**config.mk**
```make
export PLATFORM = sky130hd
export DESIGN_NAME = rwmsd_ctrl
export DESIGN_NICKNAME = d
export VERILOG_FILES = /design/src/sv/random_walk_msd_engine_unit_defines.svh /design/src/sv/rwmsd_pkg.sv /design/src/sv/rwmsd_ctrl.sv
export SDC_FILE = /design/constraint.sdc
export NUM_CORES = 1
export LEC_CHECK = 0
export BUFFER_PORTS_ARGS = -buffer_cell sky130_fd_sc_hd__buf_4
export CORE_AREA = 2 2 39 41
export DETAILED_ROUTE_END_ITERATION = 8
export DIE_AREA = 0 0 41 43
export SETUP_SLACK_MARGIN = 0.3
export SYNTH_ARGS = -nofsm -noshare
export SYNTH_HDL_FRONTEND = slang
export SYNTH_SLANG_ARGS = --single-unit
```
**constraint.sdc**
```tcl
create_clock -name clock -period 4.35 [get_ports clock]
set_input_delay 0.2175 -clock clock [delete_from_list [all_inputs] [get_ports clock]]
set_output_delay 0.2175 -clock clock [all_outputs]
set_load 0.02 [all_outputs]
```
**src/sv/random_walk_msd_engine_unit_defines.svh**
```systemverilog
// Assertion macros shared by the random walk engine modules.
// Depends on nothing; included by files that carry assertions.
`ifndef RANDOM_WALK_MSD_ENGINE_UNIT_DEFINES_SVH
`define RANDOM_WALK_MSD_ENGINE_UNIT_DEFINES_SVH

// Checks a property on every clock edge outside reset.
`define RWMSD_CHECK(lbl, clk, rst, prop, msg) \
   lbl: assert property (@(posedge clk) disable iff (rst) (prop)) else $error(msg);

// Checks a property on every clock edge, reset included.
`define RWMSD_CHECK_ALWAYS(lbl, clk, prop, msg) \
   lbl: assert property (@(posedge clk) (prop)) else $error(msg);

`endif

```
**src/sv/rwmsd_pkg.sv**
```systemverilog
// Types, constants and helper functions of the random walk engine.
// Depends on nothing; imported by every module of the block but rwmsd_ram.
package rwmsd_pkg;

   localparam int MAX_WALKERS_DEFAULT = 1048576;
   localparam int MAX_STEPS_DEFAULT   = 65535;

   localparam int MT_N = 624;
   localparam int MT_M = 397;
   localparam int MT_INDEX_WIDTH = 10;
   localparam logic [31:0] MT_MATRIX   = 32'h9908b0df;
   localparam logic [31:0] SEED_MULT   = 32'd1812433253;
   localparam logic [31:0] SEED_RESET  = 32'd42;
   localparam logic [15:0] STEPS_RESET = 16'd1000;
   localparam logic [31:0] DRAW_LIMIT  = 32'd4294967292;
   localparam logic [31:0] DIR_SPAN    = 32'd715827882;

   localparam int SUM_WIDTH  = 52;
   localparam int FRAC_BITS  = 16;
   localparam int NUM_WIDTH  = SUM_WIDTH + FRAC_BITS;
   localparam int MEAN_WIDTH = 48;
   localparam int DONE_WIDTH = 21;
   localparam int POS_WIDTH  = 17;

   localparam int CSR_INDEX_WIDTH = 4;
   localparam logic [CSR_INDEX_WIDTH-1:0] CSR_SEED  = 4'd0;
   localparam logic [CSR_INDEX_WIDTH-1:0] CSR_STEPS = 4'd1;

   typedef enum logic [2:0] {
      DIR_XP, DIR_XN, DIR_YP, DIR_YN, DIR_ZP, DIR_ZN
   } dir_type;

   typedef struct packed {
      logic restart;
      logic last_walker;
   } rwmsd_req_type;

   typedef struct packed {
      logic [31:0]           squared_displacement;
      logic [DONE_WIDTH-1:0] walkers_done;
      logic [MEAN_WIDTH-1:0] mean_q16;
      logic                  mean_valid;
   } rwmsd_rsp_type;

   typedef struct packed {
      logic accept;
      logic seed_init;
      logic seed_run;
      logic walk_init;
      logic walk_run;
      logic sq_run;
      logic acc;
      logic div_init;
      logic div_run;
      logic load;
   } rwmsd_cmd_type;

   typedef struct packed {
      logic seed_done;
      logic walk_idle;
      logic sq_done;
      logic div_done;
      logic rsp_busy;
   } rwmsd_status_type;

   function automatic logic [31:0] mt_temper(input logic [31:0] w);
      logic [31:0] y;
      y = w ^ (w >> 11);
      y = y ^ ((y << 7) & 32'h9d2c5680);
      y = y ^ ((y << 15) & 32'hefc60000);
      y = y ^ (y >> 18);
      return y;
   endfunction

   function automatic dir_type word_to_dir(input logic [31:0] w);
      dir_type d;
      if (w < DIR_SPAN)              d = DIR_XP;
      else if (w < DIR_SPAN * 32'd2) d = DIR_XN;
      else if (w < DIR_SPAN * 32'd3) d = DIR_YP;
      else if (w < DIR_SPAN * 32'd4) d = DIR_YN;
      else if (w < DIR_SPAN * 32'd5) d = DIR_ZP;
      else                           d = DIR_ZN;
      return d;
   endfunction

endpackage

```
**src/sv/rwmsd_ctrl.sv**
```systemverilog
// Controller state machine of the random walk engine.
// Depends on rwmsd_pkg; drives the datapath through command signals.
module rwmsd_ctrl import rwmsd_pkg::*; (
   input  logic             clock,
   input  logic             reset,
   input  logic             req_valid,
   input  logic             req_restart,
   output logic             req_ready,
   input  rwmsd_status_type status,
   output rwmsd_cmd_type    cmd
);
   typedef enum logic [3:0] {
      ST_SEED_START, ST_SEED, ST_IDLE, ST_WALK_START, ST_WALK, ST_SQ,
      ST_ACC, ST_DIV_START, ST_DIV, ST_RESULT
   } state_type;

   state_type state_ff;
   logic      walk_pending_ff;

   always_ff @(posedge clock) begin
      if (reset) begin
         state_ff        <= ST_SEED_START;
         walk_pending_ff <= 1'b0;
      end else begin
         unique case (state_ff)
            ST_SEED_START: state_ff <= ST_SEED;
            ST_SEED: begin
               if (status.seed_done) begin
                  state_ff        <= walk_pending_ff ? ST_WALK_START : ST_IDLE;
                  walk_pending_ff <= 1'b0;
               end
            end
            ST_IDLE: begin
               if (req_valid) begin
                  state_ff        <= req_restart ? ST_SEED_START : ST_WALK_START;
                  walk_pending_ff <= req_restart;
               end
            end
            ST_WALK_START: state_ff <= ST_WALK;
            ST_WALK: if (status.walk_idle) state_ff <= ST_SQ;
            ST_SQ: if (status.sq_done) state_ff <= ST_ACC;
            ST_ACC: state_ff <= ST_DIV_START;
            ST_DIV_START: state_ff <= ST_DIV;
            ST_DIV: if (status.div_done) state_ff <= ST_RESULT;
            ST_RESULT: if (!status.rsp_busy) state_ff <= ST_IDLE;
            default: state_ff <= ST_SEED_START;
         endcase
      end
   end

   assign req_ready = (state_ff == ST_IDLE);

   always_comb begin
      cmd           = '0;
      cmd.accept    = (state_ff == ST_IDLE) && req_valid;
      cmd.seed_init = (state_ff == ST_SEED_START);
      cmd.seed_run  = (state_ff == ST_SEED);
      cmd.walk_init = (state_ff == ST_WALK_START);
      cmd.walk_run  = (state_ff == ST_WALK);
      cmd.sq_run    = (state_ff == ST_SQ);
      cmd.acc       = (state_ff == ST_ACC);
      cmd.div_init  = (state_ff == ST_DIV_START);
      cmd.div_run   = (state_ff == ST_DIV);
      cmd.load      = (state_ff == ST_RESULT) && !status.rsp_busy;
   end
endmodule

```
==> impl_metrics.json, run 1 <==
{
  "status": "finished clean",
  "core-area_um2": 1384,
  "setup_slack_ns": 2.508,
  "die-area_um2": 1763,
  "post_synth.cell_area_avg_um2": 7.210,
  "clkPwrFrac_pct": 17.9,
  "grt_overflow_total": 0,
  "ant_nets": 0,
  "rsz0062_at_grt": "false",
  "pre_cts_ws_ns": 2.567,
  "num_vias": 484,
  "async_flop_share_pct": 0,
  "synth_edf_count": 0,
  "synth-seq-cells": 5,
  "finalCoreUtilization_pct": 42.95,
  "ys_types": 25,
  "n_antenna_cell": 0,
  "die_y_um": 43,
  "numPortBuffers": 19,
  "seq_area_frac_synth_pct": 23.53,
  "hold_buffers": 0,
  "clock_sinks": 5,
  "clk_path_buf_depth": 2,
  "yosys-top-cells-area": "dfxtp_1 (24%), nor2_1 (7.9%), mux2_4 (7.1%), nor3b_1 (5.3%), buf_2 (4.7%)",
  "htree_levels": 1,
  "drtIter0Drc": 4,
  "cp.required_ns": 4.13,
  "worstSetupPathType": "reg2out",
  "grt_pass1_wl_um": 1821,
  "cp_max_fo": 13,
  "cp-end-kind": "output port",
  "switching_share_pct": 44.83,
  "worst_ep_arrival_time_ns": 1.62,
  "netlist_instances": 59,
  "start_util_pct": 30.74,
  "syn2layout_area_growth_pct": 39.71,
  "yosysWarnings": 0,
  "path_cells": "nor4b_1 -> and2_1 -> buf_4",
  "intPower_uw": 177.0,
  "min_period_ns": 1.842,
  "clk_latency_ns": 0.25,
  "p_per_area_nw_per_um2": 539.8,
  "max_stage_delay_ns": 0.56,
  "postCtsSetupBuffers": 0,
  "hp-start": "reset",
  "yosys.area.top_type": "dfxtp_1",
  "wl_um": 1159,
  "numCtsBuffers": 3,
  "antenna_found_initial": 0,
  "power.net_switching_uw": 143.8,
  "fp.dieW_um": 41,
  "finalCritPeriodShare_pct": 42.34,
  "firstDrtPassIters": 2,
  "fp-row-count": 14,
  "wire_per_inst_um": 12.33,
  "fmax_mhz": 542.9,
  "ys.flop_type": "dfxtp_1",
  "tritoncts": "yes",
  "clkTransAtPathRegs_ns": 0.05,
  "slew_headroom_pct": 67.62,
  "skew_ns": 0.002271,
  "vdd_drop_max_mv": 0.2253,
  "place_congestion": 0.7645,
  "grtUsageTotal_pct": 15.65,
  "reg2reg_from": "state_ff[2]",
  "synth_top_area_share_pct": 23.53,
  "hold_ws_ns": 0.1857,
  "root_buffer": "clkbuf_4",
  "syn-cell-area_um2": 425.4,
  "start_kind": "register",
  "finalNetCount": 88,
  "ios": 20,
  "drive_above_1_share_pct": 32.05,
  "dp_hpwl_um": 835.6,
  "hold_viol_final": 0,
  "crit_slowest_cell": "dfxtp_1",
  "setup_violations": 0,
  "drv_cap": 0,
  "cts_resized": 0,
  "grt_max_degree": 14,
  "drc": 0,
  "grt_pass1_vias": 444,
  "seq_power_share_pct": 28.1,
  "worstMarginPinSlew_ns": 0.4789,
  "final_max_slew_viol_count": 0,
  "cp-startpoint": "state_ff[1]",
  "syn_nets": 68,
  "tns_ns": 0,
  "cellLeakagePower_nw": 0.2626,
  "fillers": 145,
  "vias_per_cell": 5.149,
  "combPwrFrac_pct": 54.1,
  "hp-class": "in2reg"
}
==> power by group through the flow <==
stage	logic [mW]	registers (mW)	clock network, mW
2_1_floorplan	0.146	0.0633	0
3_3_place_gp	0.174	0.0891	0
3_5_place_dp	0.174	0.0898	0
4_1_cts	0.174	0.0891	0.0582
5_1_grt	0.188	0.0954	0.0635
6_report	0.173	0.0901	0.0573
==> synthesized netlist by cell type, types with 2 or more instances <==
cell type / instances
inv_1: 3
buf_2: 4
nor3b_1: 3
nor3_1: 4
o21ai_0: 2
mux2_4: 2
nor2_1: 9
dfxtp_1: 5
nand2_1: 4
a21oi_1: 3
nor2b_1: 3
nor4b_1: 2
nand2b_1: 3
==> logic make-up (layout without fill, tap and decap cells) <==
kind of cell    after synthesis  count (layout)  share of synthesized area [%]
compound gates               11              11                          17.36
simple gates                 33              33                          42.06
mux                           3               3                          9.706
flops                         5               5                          23.53
buf+inv                       7              26                          7.353
==> per-stage QoR <==
step	instances	total power, mW	cell area, um2
finish	94	0.3208	594.3
global route	94	0.3470	594.3
CTS	94	0.3213	594.3
detailed placement	90	0.2635	568.0
global placement	90	0.2631	568.0
floorplan	59	0.2092	425.4
==> registers in the layout (all words and copies together) (netlist names) <==
name             cells
state_ff             4
walk_pending_ff      1
==> placed cells by master, fill, tap and decap left out, drive strengths merged, types with 2 or more instances in the layout <==
cell type  instances
mux2               3
clkbuf             4
dfxtp              5
nor4b              2
nor3               4
buf               19
nor3b              3
nor2               9
nor2b              3
a21oi              3
inv                3
nand2b             3
nand2              4
o21ai              2
==> layout make-up <==
cell class	instances	area [um2]	area share, %
timing repair buffer	19	142.6	24.00
multi-input combinational	47	294.0	49.47
inverter	3	11.26	1.895
sequential	5	100.1	16.84
tap	16	20.02	3.368
clock buffer	4	26.28	4.421
==> worst paths after layout <==
path,to,slack (ns),depth (start not counted)
hold reg to reg,walk_pending_ff,0.59,4
setup / recovery,cmd[9],2.51,3
setup reg to reg,state_ff[1],2.54,4
hold / removal,walk_pending_ff,0.19,2
==> per-layer routing <==
metal | part of all wire (%) | up-vias | track usage [%]
li1 | - | 247 | -
met1 | 47 | 217 | 19.23
met2 | 44 | 16 | 20.63
met3 | 6.1 | 4 | 4.712
met4 | 2.8 | 0 | 14.00
met5 | 0 | - | 0
==> worst max-delay path: cells and delay by family (launching register included) <==
family	cells	cell delay [ns]
buf+inv	1	0.14
flops	1	0.56
simple gates	2	0.68
No activity file was read; power rests on OpenSTA's default activity.
==> inputs of run 2 (changes only) <==
ABC_AREA = 1   (was not set)
clock period = 1.7 ns   (was 4.35 ns; I/O delays follow)
==> impl_metrics.json, run 2 <==
{
  "yosysMostFrequentCell": "inv_1",
  "grt_max_degree": 7,
  "antenna_found_initial": 0,
  "skew_ns": 0.0009837,
  "finalCritPeriodShare_pct": 79.71,
  "reg_top3": "state_ff (4), walk_pending_ff (1)",
  "top_register": "state_ff",
  "largest_reg_flops": 4,
  "root_buffer": "clkbuf_4",
  "switching_share_pct": 48.64,
  "grt_pass1_wl_um": 1863,
  "place_congestion": 0.7618,
  "ios": 20,
  "cp_max_fo": 6,
  "final_common_cell": "buf_4",
  "clkPwrFrac_pct": 15.5,
  "fp-row-count": 14,
  "drc": 0,
  "numPortBuffers": 19,
  "die-area_um2": 1763,
  "hold_ws_ns": 0.01347,
  "core-area_um2": 1384,
  "design_area_um2": 658.1,
  "final_cell_mix": "buf_4 (20), inv_1 (15), nand2_1 (13)",
  "async_flop_share_pct": 0,
  "grt_overflow_total": 0,
  "min_period_ns": 1.355,
  "seq_area_frac_synth_pct": 22.47,
  "fmax_mhz": 737.9,
  "die_y_um": 43,
  "worstSetupPathType": "reg2out",
  "register_area_um2": 107.6,
  "hold_viol_final": 0,
  "grt_pass1_vias": 468,
  "wl_um": 1090,
  "synth_top_area_share_pct": 22.47,
  "grtUsageTotal_pct": 15.48,
  "numCtsBuffers": 3,
  "drv_cap": 0,
  "start_util_pct": 32.19,
  "tns_ns": 0,
  "htree_levels": 1,
  "ys_types": 18,
  "r2r_slack_ns": 0.48,
  "synth_common_cells": "inv_1 (17), nand2_1 (13), nor2_1 (12), nand3_1 (8), dfxtp_1 (5)",
  "cp.required_ns": 1.62,
  "status": "finished clean",
  "fillers": 148,
  "clk_path_buf_depth": 2,
  "firstDrtPassIters": 4,
  "syn_nets": 85,
  "hold_buffers": 0,
  "ys.flop_type": "dfxtp_1",
  "seq_power_share_pct": 23.5,
  "ant_nets": 0,
  "yosys-top-cells-area": "dfxtp_1 (22%), inv_1 (14%), nand2_1 (11%), nor2_1 (10%), nand3_1 (9.0%)",
  "post_dp_cell_area_um2": 614.3,
  "intPower_uw": 444.8,
  "final_max_slew_viol_count": 0,
  "netlist_instances": 76,
  "p_per_area_nw_per_um2": 1316,
  "cellLeakagePower_nw": 0.3604,
  "fp.dieW_um": 41,
  "wire_per_inst_um": 9.397,
  "num_vias": 517,
  "power.net_switching_uw": 421.2,
  "post_synth.cell_area_avg_um2": 5.861,
  "drive_above_1_share_pct": 43.00,
  "n_antenna_cell": 0,
  "clock_sinks": 5,
  "cp-end-kind": "output port",
  "tritoncts": "yes",
  "worstMarginPinSlew_ns": 0.2364,
  "rsz0062_at_grt": "true",
  "worst_ep_arrival_time_ns": 1.27,
  "combPwrFrac_pct": 61.0,
  "vdd_drop_max_mv": 0.5360,
  "finalNetCount": 110,
  "vias_per_cell": 4.457,
  "setup_violations": 0,
  "start_kind": "register",
  "slew_headroom_pct": 84.07,
  "syn2layout_area_growth_pct": 47.75,
  "yosys.area.top_type": "dfxtp_1",
  "syn-cell-area_um2": 445.4,
  "clkTransAtPathRegs_ns": 0.04,
  "synth-seq-cells": 5,
  "dp_hpwl_um": 911.9,
  "multiInputGateArea_um2": 277.8,
  "clk_latency_ns": 0.24,
  "drtIter0Drc": 11,
  "hp-class": "in2reg",
  "yosysWarnings": 0,
  "synth_edf_count": 0
}
==> run 2: cell count changes after synthesis, sizes merged, moves of 3 or more <==
cell | previous run | this run
nand2b | 3 | 0
nand2 | 4 | 15
nor3b | 3 | 0
nor2 | 9 | 17
mux2 | 3 | 0
buf | 4 | 0
nor2b | 3 | 0
nand3 | 1 | 8
inv | 3 | 19
==> run 2: logic make-up (layout without fill, tap and decap cells) <==
logic type             count (synthesis)  in the layout  synth area share (%)
buffers and inverters                 20             44                 17.13
DFF                                    5              5                 22.47
AOI/OAI and AO/OA                      6              6                 8.145
and+or+nand+nor                       45             45                 52.25
==> run 2: worst paths after layout <==
| kind | from | end | depth (start not counted) |
|---|---|---|---|
| setup / recovery | state_ff[3] | cmd[9] | 6 |
| hold / removal | reset | walk_pending_ff | 2 |
| setup reg to reg | state_ff[3] | state_ff[0] | 8 |
| hold reg to reg | walk_pending_ff | walk_pending_ff | 2 |
==> run 2: layer usage <==
layer,GRT usage (%),up-vias,share of wire [%]
met5,0,-,0
met4,8.000,0,1.3
met3,3.141,2,4.2
met2,22.19,10,49
met1,20.97,223,45
li1,-,282,-
==> run 2: stage by stage <==
stage	utilization [%]	setup WS [ns]	power (mW)	std cells
floorplan	-	0.3920	0.5486	76
global placement	44.39	0.4237	0.7143	111
detailed placement	44.39	0.4597	0.7045	111
CTS	47.02	0.3242	0.8617	116
global route	47.56	0.2373	0.9496	116
finish	47.56	0.3449	0.8660	116
==> run 2: power groups by stage <==
stage | registers (mW) | logic, mW | clock network (mW)
after global placement | 0.191 | 0.523 | 0
after CTS | 0.193 | 0.526 | 0.143
after global routing | 0.210 | 0.586 | 0.153
final | 0.204 | 0.528 | 0.134
after floorplan | 0.184 | 0.365 | 0
after detailed placement | 0.191 | 0.513 | 0
==> run 2: critical path, cell delays in order (launching register included) <==
cell,delay [ns]
dfxtp_2,0.35
nor2_2,0.16
inv_2,0.09
nor3_4,0.17
nand2_2,0.08
clkinv_2,0.05
buf_4,0.13
==> run 2: what timing repair did <==
action / in CTS / in global routing
endpoints found under the setup margin: 4 / 8
setup buffers: 1 / 0
pin swaps: 1 / 1
gates resized for setup: 2 / 6
==> run 2: area by class of cell <==
class                   instances  area share [%]
multi-input cells              51           42.21
flip-flops and latches          5           16.35
well taps                      16           3.042
clock buffers                   4           3.992
repair buffers                 20           22.81
inverters                      20           11.60
